<file path="src/rtl/core/mm2_pkg.sv">
package mm2_pkg;

    localparam logic [31:0] MIX_MUL     = 32'h5bd1e995;
    localparam int          MIX_SHIFT   = 24;
    localparam int          FIN_SHIFT_A = 13;
    localparam int          FIN_SHIFT_B = 15;
    localparam logic [31:0] SEED_RESET  = 32'd5381;

    // queue depth must be a power of two (pointers wrap naturally)
    localparam int QUEUE_DEPTH = 2;
    localparam int PTR_W       = $clog2(QUEUE_DEPTH);
    localparam int CNT_W       = $clog2(QUEUE_DEPTH + 1);

    typedef logic [1:0] kind_t;
    localparam kind_t KIND_NONE = 2'd0;
    localparam kind_t KIND_TAIL = 2'd1;
    localparam kind_t KIND_FULL = 2'd2;

    typedef struct packed {
        logic [31:0] word;
        logic [30:0] len;
        kind_t       kind;
        logic        first;
        logic        last;
        logic        err_set;
    } entry_t;

    function automatic logic [31:0] tail_mask(input logic [1:0] n);
        logic [31:0] m;
        case (n)
            2'd1:    m = 32'h0000_00ff;
            2'd2:    m = 32'h0000_ffff;
            2'd3:    m = 32'h00ff_ffff;
            default: m = 32'h0000_0000;
        endcase
        return m;
    endfunction

endpackage

</file>
<file path="src/rtl/core/mm2_queue.sv">
module mm2_queue (
    input  logic            clk,
    input  logic            rst_n,
    input  logic            push,
    input  mm2_pkg::entry_t push_entry,
    output logic            full,
    input  logic            pop,
    output logic            empty,
    output mm2_pkg::entry_t head
);
    import mm2_pkg::*;

    entry_t             mem_reg [QUEUE_DEPTH];
    logic [PTR_W-1:0]   wr_ptr_reg, wr_ptr_next;
    logic [PTR_W-1:0]   rd_ptr_reg, rd_ptr_next;
    logic [CNT_W-1:0]   count_reg, count_next;

    assign full  = (count_reg == CNT_W'(QUEUE_DEPTH));
    assign empty = (count_reg == '0);
    assign head  = mem_reg[rd_ptr_reg];

    always_comb
    begin
        wr_ptr_next = push ? wr_ptr_reg + PTR_W'(1) : wr_ptr_reg;
        rd_ptr_next = pop  ? rd_ptr_reg + PTR_W'(1) : rd_ptr_reg;
        case ({push, pop})
            2'b10:   count_next = count_reg + CNT_W'(1);
            2'b01:   count_next = count_reg - CNT_W'(1);
            default: count_next = count_reg;
        endcase
    end

    always_ff @(posedge clk or negedge rst_n)
    begin
        if (!rst_n)
        begin
            wr_ptr_reg <= '0;
            rd_ptr_reg <= '0;
            count_reg  <= '0;
        end
        else
        begin
            wr_ptr_reg <= wr_ptr_next;
            rd_ptr_reg <= rd_ptr_next;
            count_reg  <= count_next;
        end
    end

    always_ff @(posedge clk)
    begin
        if (push)
            mem_reg[wr_ptr_reg] <= push_entry;
    end

endmodule

</file>
<file path="src/rtl/core/mm2_front.sv">
module mm2_front (
    input  logic            in_valid,
    output logic            in_stall,
    input  logic [31:0]     key_word,
    input  logic [2:0]      valid_bytes,
    input  logic            first_word,
    input  logic            last_word,
    input  logic [30:0]     key_length,
    input  logic            q_full,
    output logic            q_push,
    output mm2_pkg::entry_t q_entry
);
    import mm2_pkg::*;

    kind_t kind;

    // 4..7 bytes count as a full word
    always_comb
    begin
        if (valid_bytes[2])
            kind = KIND_FULL;
        else if (valid_bytes[1:0] == 2'd0)
            kind = KIND_NONE;
        else
            kind = KIND_TAIL;
    end

    assign in_stall = q_full;
    assign q_push   = in_valid && !q_full;

    always_comb
    begin
        q_entry.word    = (kind == KIND_FULL) ? key_word
                                              : (key_word & tail_mask(valid_bytes[1:0]));
        q_entry.len     = key_length;
        q_entry.kind    = kind;
        q_entry.first   = first_word;
        q_entry.last    = last_word;
        q_entry.err_set = (kind != KIND_FULL) && !last_word;
    end

endmodule

</file>
<file path="src/rtl/core/mm2_back.sv">
module mm2_back (
    input  logic            clk,
    input  logic            rst_n,
    input  logic            cfg_write,
    input  logic [31:0]     cfg_data,
    input  logic            q_empty,
    input  mm2_pkg::entry_t q_head,
    output logic            q_pop,
    output logic            out_valid,
    input  logic            out_stall,
    output logic [31:0]     hash_value,
    output logic            framing_error
);
    import mm2_pkg::*;

    localparam logic [2:0] S_IDLE  = 3'd0;
    localparam logic [2:0] S_FULL1 = 3'd1;
    localparam logic [2:0] S_FULL2 = 3'd2;
    localparam logic [2:0] S_FULL3 = 3'd3;
    localparam logic [2:0] S_TAIL  = 3'd4;
    localparam logic [2:0] S_FIN   = 3'd5;

    logic [2:0]  state_reg, state_next;
    logic [31:0] h_reg, h_next;
    logic        err_reg, err_next;
    logic [31:0] seed_reg, seed_next;
    logic [31:0] k_reg, k_next;
    logic        last_reg, last_next;
    logic        out_valid_reg, out_valid_next;
    logic [31:0] out_hash_reg, out_hash_next;
    logic        out_err_reg, out_err_next;

    logic [31:0] mul_a;
    logic [31:0] product;
    logic [31:0] fin_hash;
    logic        out_free;

    // one shared multiplier by the mix constant, operand picked per step
    always_comb
    begin
        unique case (state_reg)
            S_FULL1: mul_a = k_reg;
            S_FULL2: mul_a = k_reg ^ (k_reg >> MIX_SHIFT);
            S_FULL3: mul_a = h_reg;
            S_TAIL:  mul_a = h_reg ^ k_reg;
            S_FIN:   mul_a = h_reg ^ (h_reg >> FIN_SHIFT_A);
            default: mul_a = '0;
        endcase
    end

    assign product  = mul_a * MIX_MUL;
    assign fin_hash = product ^ (product >> FIN_SHIFT_B);
    assign out_free = !out_valid_reg || !out_stall;

    always_comb
    begin
        state_next     = state_reg;
        h_next         = h_reg;
        err_next       = err_reg;
        k_next         = k_reg;
        last_next      = last_reg;
        seed_next      = cfg_write ? cfg_data : seed_reg;
        out_valid_next = out_valid_reg && out_stall;
        out_hash_next  = out_hash_reg;
        out_err_next   = out_err_reg;
        q_pop          = 1'b0;

        unique case (state_reg)
            S_IDLE:
            begin
                if (!q_empty)
                begin
                    q_pop     = 1'b1;
                    k_next    = q_head.word;
                    last_next = q_head.last;
                    if (q_head.first)
                    begin
                        h_next   = seed_reg ^ {1'b0, q_head.len};
                        err_next = q_head.err_set;
                    end
                    else
                        err_next = err_reg | q_head.err_set;
                    unique case (q_head.kind)
                        KIND_FULL: state_next = S_FULL1;
                        KIND_TAIL: state_next = S_TAIL;
                        default:   state_next = q_head.last ? S_FIN : S_IDLE;
                    endcase
                end
            end
            S_FULL1:
            begin
                k_next     = product;
                state_next = S_FULL2;
            end
            S_FULL2:
            begin
                k_next     = product;
                state_next = S_FULL3;
            end
            S_FULL3:
            begin
                h_next     = product ^ k_reg;
                state_next = last_reg ? S_FIN : S_IDLE;
            end
            S_TAIL:
            begin
                h_next     = product;
                state_next = last_reg ? S_FIN : S_IDLE;
            end
            S_FIN:
            begin
                if (out_free)
                begin
                    out_valid_next = 1'b1;
                    out_hash_next  = fin_hash;
                    out_err_next   = err_reg;
                    h_next         = '0;
                    err_next       = 1'b0;
                    state_next     = S_IDLE;
                end
            end
            default: state_next = S_IDLE;
        endcase
    end

    always_ff @(posedge clk or negedge rst_n)
    begin
        if (!rst_n)
        begin
            state_reg     <= S_IDLE;
            h_reg         <= '0;
            err_reg       <= 1'b0;
            seed_reg      <= SEED_RESET;
            out_valid_reg <= 1'b0;
        end
        else
        begin
            state_reg     <= state_next;
            h_reg         <= h_next;
            err_reg       <= err_next;
            seed_reg      <= seed_next;
            out_valid_reg <= out_valid_next;
        end
    end

    always_ff @(posedge clk)
    begin
        k_reg        <= k_next;
        last_reg     <= last_next;
        out_hash_reg <= out_hash_next;
        out_err_reg  <= out_err_next;
    end

    assign out_valid     = out_valid_reg;
    assign hash_value    = out_hash_reg;
    assign framing_error = out_err_reg;

endmodule

</file>
<file path="src/rtl/core/murmur2_key_hasher.sv">
// Streaming 32-bit MurmurHash2 of a key sent as little-endian words.
// Input request: key_word, valid_bytes, first_word, last_word, key_length;
// taken when in_valid is high and in_stall is low. key_length is used only
// on a word marked first_word. One result request (hash_value,
// framing_error) leaves on out_valid/out_stall for each word marked last.
// Flow: a request goes into a two-entry queue, then a sequencer runs it
// through one shared 32x32 multiplier by the mix constant. The sequencer
// pops a word in its idle step, then runs a full word through the steps
// FULL1, FULL2 and FULL3, a 1..3 byte tail through the TAIL step and an
// empty word through none, plus the FIN step on the last word; it pops
// the next word only once done with the last. The user writes hash_seed
// with cfg_write/cfg_data only while the block is idle; nothing enforces it.
// Reset clears the queue, the running hash and error flag, drops
// out_valid and loads the seed with 5381. While out_stall holds, the
// result stays on the port; once it has a new result the sequencer waits
// in its finish step and the queue keeps taking requests until it is full.
module murmur2_key_hasher (
    input  logic        clk,
    input  logic        rst_n,
    input  logic        cfg_write,
    input  logic [31:0] cfg_data,
    input  logic        in_valid,
    output logic        in_stall,
    input  logic [31:0] key_word,
    input  logic [2:0]  valid_bytes,
    input  logic        first_word,
    input  logic        last_word,
    input  logic [30:0] key_length,
    output logic        out_valid,
    input  logic        out_stall,
    output logic [31:0] hash_value,
    output logic        framing_error
);
    import mm2_pkg::*;

    entry_t q_entry;
    entry_t q_head;
    logic   q_push;
    logic   q_pop;
    logic   q_full;
    logic   q_empty;

    mm2_front u_front (
        .in_valid    (in_valid),
        .in_stall    (in_stall),
        .key_word    (key_word),
        .valid_bytes (valid_bytes),
        .first_word  (first_word),
        .last_word   (last_word),
        .key_length  (key_length),
        .q_full      (q_full),
        .q_push      (q_push),
        .q_entry     (q_entry)
    );

    mm2_queue u_queue (
        .clk        (clk),
        .rst_n      (rst_n),
        .push       (q_push),
        .push_entry (q_entry),
        .full       (q_full),
        .pop        (q_pop),
        .empty      (q_empty),
        .head       (q_head)
    );

    mm2_back u_back (
        .clk           (clk),
        .rst_n         (rst_n),
        .cfg_write     (cfg_write),
        .cfg_data      (cfg_data),
        .q_empty       (q_empty),
        .q_head        (q_head),
        .q_pop         (q_pop),
        .out_valid     (out_valid),
        .out_stall     (out_stall),
        .hash_value    (hash_value),
        .framing_error (framing_error)
    );

endmodule

</file>
<file path="config.mk">
export PLATFORM = sky130hd
export DESIGN_NAME = murmur2_key_hasher
export DESIGN_NICKNAME = d
export VERILOG_FILES = /design/src/rtl/core/mm2_pkg.sv /design/src/rtl/core/mm2_queue.sv /design/src/rtl/core/mm2_front.sv /design/src/rtl/core/mm2_back.sv /design/src/rtl/core/murmur2_key_hasher.sv
export SDC_FILE = /design/constraint.sdc
export NUM_CORES = 1
export LEC_CHECK = 0
export BUFFER_PORTS_ARGS = -buffer_cell sky130_fd_sc_hd__buf_2
export CAP_MARGIN = 10
export CORE_UTILIZATION = 50
export CTS_BUF_LIST = sky130_fd_sc_hd__clkbuf_2 sky130_fd_sc_hd__clkbuf_4 sky130_fd_sc_hd__clkbuf_8
export DETAILED_ROUTE_END_ITERATION = 8
export PLACE_DENSITY = 0.79
export SYNTH_ARGS = -nofsm -noshare
export SYNTH_HDL_FRONTEND = slang
export SYNTH_SLANG_ARGS = --single-unit
</file>
<file path="constraint.sdc">
create_clock -name clk -period 10.1 [get_ports clk]
set_input_delay 1.01 -clock clk [delete_from_list [all_inputs] [get_ports clk]]
set_output_delay 1.01 -clock clk [all_outputs]
set_load 0.01 [all_outputs]
</file>
==> results.cfg <==
[layout]
seq_area_sq_um = 7910
nets = 2711
fill_cells = 3766
layout_commonest_cell = inv_1
layout_common_cells = inv_1 (373), ha_1 (218), edfxtp_1 (202)
multi_input_area_sq_um = 12700
largest_reg_flops = 136
diodes = 0
area_delta_synth_final_pct = 11.1
drive_gt1_frac = 0.145

[die]
core_area_sq_um = 43600
die-width_microns = 213
die-area_sq_um = 45400
core.rowCount = 76
pin_count = 140
die_y_microns = 213
initial_core_util = 0.512

[timing]
setup-violations-final = 0
slew_violations = 0
skew_ns = 0.0215
whs_ns = 0.429
finalSetupTns_ns = 0
slew_headroom = 0.210
fmax_mhz = 106
fin_crit_ns = 9.42
fin_ws_ns = 0.679
finalCritPeriodShare = 0.933
worstMarginPinSlew_ns = 1.19
hold_viol = 0
rsz0062_at_grt = false

[route]
drt-initial-drc-count = 1328
vias = 16000
first_pass_iters = 8
drt-total-wl_microns = 60800
drc = 0
postRouteAntennaNets = 0
vias_per_cell = 5.67
drt-wirelength-per-cell_microns = 21.5

[clock_tree]
cts_sinks = 275
numCtsBuffers = 41
cts_hold_buf = 0
clockBufferDepth = 3
clockRootBuffer = clkbuf_8
cts_tree = yes
path_clk_slew_ns = 0.07
cts_resized = 0
h-tree-depth = 2
cts_setup_buffers = 0
clkLatencyLatePin_ns = 0.56

[grt]
track_usage = 0.278
antenna_found_initial = 0
grt_pass1_vias = 17100
grt_overflow_total = 0
grt_max_degree = 96
grt_pass1_wl_microns = 94400

[yosys]
synth_area_per_cell_sq_um = 10.9
yosysSeqAreaShare = 0.355
syn_nets = 2555
ys_types = 68
ys_async_sr_fraction = 0.265
synth-edff-count = 202
synth_flop_cell = edfxtp_1
ys_warn_count = 0
synth_cells = 2052
synth-seq-cells = 275
synth_area_sq_um = 22300

[critical_path]
timing.rr.start = u_back.state_reg[1]
cp.required_ns = 10.55
slowest_delay_ns = 0.79
r2r_cells = 28
critPathMaxFanout = 29
cp-end-kind = flip-flop
r2r_slack_ns = 0.68
cp-start-kind = flip-flop
cpMaxStageDelayCell = dfrtp_2
critical_path_buf_inv_count = 6
cp.arrival_ns = 9.88
cpLargestDelayFamily = adder cells
crit_top_cell = fa_1
crit_type = flip-flop to flip-flop
r2r_end = u_back.h_reg[26]

[run_status]
status = completed

[place]
place_congestion = 0.996
dp_hpwl_microns = 47000
portBuffers = 139
place_ws_ns = 0.894

[flow_run]
drv_cap = 0

[hold_path]
worstHoldPathType = input pin to asynchronous set/reset pin
[how the worst max path moves through the flow]
stage,from,to,slack [ns],cells after the start
2_1_floorplan,u_back.state_reg[0],u_back.h_reg[23],1.45,32
3_3_place_gp,u_back.state_reg[1],u_back.h_reg[31],1.06,28
3_5_place_dp,u_back.state_reg[1],u_back.h_reg[26],0.89,28
4_1_cts,u_back.state_reg[1],u_back.h_reg[31],0.82,28
5_1_grt,u_back.state_reg[1],u_back.h_reg[26],0.21,28
6_report,u_back.state_reg[1],u_back.h_reg[26],0.68,28
[logic make-up (layout without fill, tap and decap cells)]
group / after synthesis / count (layout) / synth area share
XOR/XNOR: 148 / 148 / 0.0610
AO/OA/AOI/OAI: 377 / 377 / 0.107
buffers and inverters: 444 / 633 / 0.0755
AND/OR/NAND/NOR: 283 / 283 / 0.0581
adder cells (fa/ha/maj): 398 / 398 / 0.284
multiplexers: 127 / 127 / 0.0595
flip-flops: 275 / 275 / 0.355
[layout make-up]
type	instances	share of cell area
Multi-Input combinational cell	1333	0.515
Tap cell	585	0.0296
Sequential cell	275	0.319
Timing Repair Buffer	184	0.0424
Inverter	373	0.0566
Clock buffer	62	0.0312
Clock inverter	14	0.00607
[metal layers]
layer,GRT usage,wire (microns)
met5,0,0
met4,0.158,3580
met3,0.0400,4020
met2,0.475,29900
met1,0.336,23300
[worst register-to-register path: cells and delay by family (launching register included)]
kind | cells | cell delay [ns]
DFF | 1 | 0.79
AOI/OAI and AO/OA | 5 | 1.65
buffers and inverters | 6 | 0.89
and+or+nand+nor | 6 | 1.01
xor gates and xnor gates | 2 | 0.80
adders and majority gates | 9 | 4.18
[through the flow]
stage,cell area [sq um],cells,util
after detailed placement,23800,2750,0.547
after CTS,24800,2826,0.568
after floorplan,22300,2052,-
after global placement,23800,2750,0.547
after global routing,24800,2826,0.568
final,24800,2826,0.568
[synthesized netlist by cell type, drive strengths merged (3+ instances only)]
library cell | count | area [sq um]
a211oi | 13 | 97.6
a21boi | 4 | 30.0
a21o | 17 | 128
a21oi | 99 | 495
a221o | 4 | 40.0
a221oi | 17 | 149
a22o | 3 | 26.3
a22oi | 21 | 158
a31o | 4 | 35.0
a31oi | 11 | 68.8
a32oi | 4 | 35.0
and2 | 10 | 62.6
and3 | 3 | 23.8
buf | 21 | 95.1
clkbuf | 50 | 188
dfrtp | 68 | 1700
dfstp | 5 | 131
edfxtp | 202 | 6070
fa | 180 | 3600
ha | 218 | 2730
inv | 373 | 1400
mux2 | 40 | 454
mux2i | 87 | 871
nand2 | 106 | 398
nand2b | 9 | 56.3
nand3 | 14 | 70.1
nand4 | 3 | 18.8
nor2 | 77 | 289
nor2b | 40 | 250
nor3 | 10 | 50.1
o211ai | 5 | 37.5
o21a | 8 | 60.1
o21ai | 104 | 520
o21bai | 4 | 30.0
o22ai | 23 | 144
o31ai | 17 | 128
or2 | 4 | 25.0
xnor2 | 103 | 902
xnor3 | 4 | 90.1
xor2 | 41 | 367
Power is left out: the tool's default activity adds up to more than one toggle a clock period on the data nets, which glitch-free logic cannot reach.
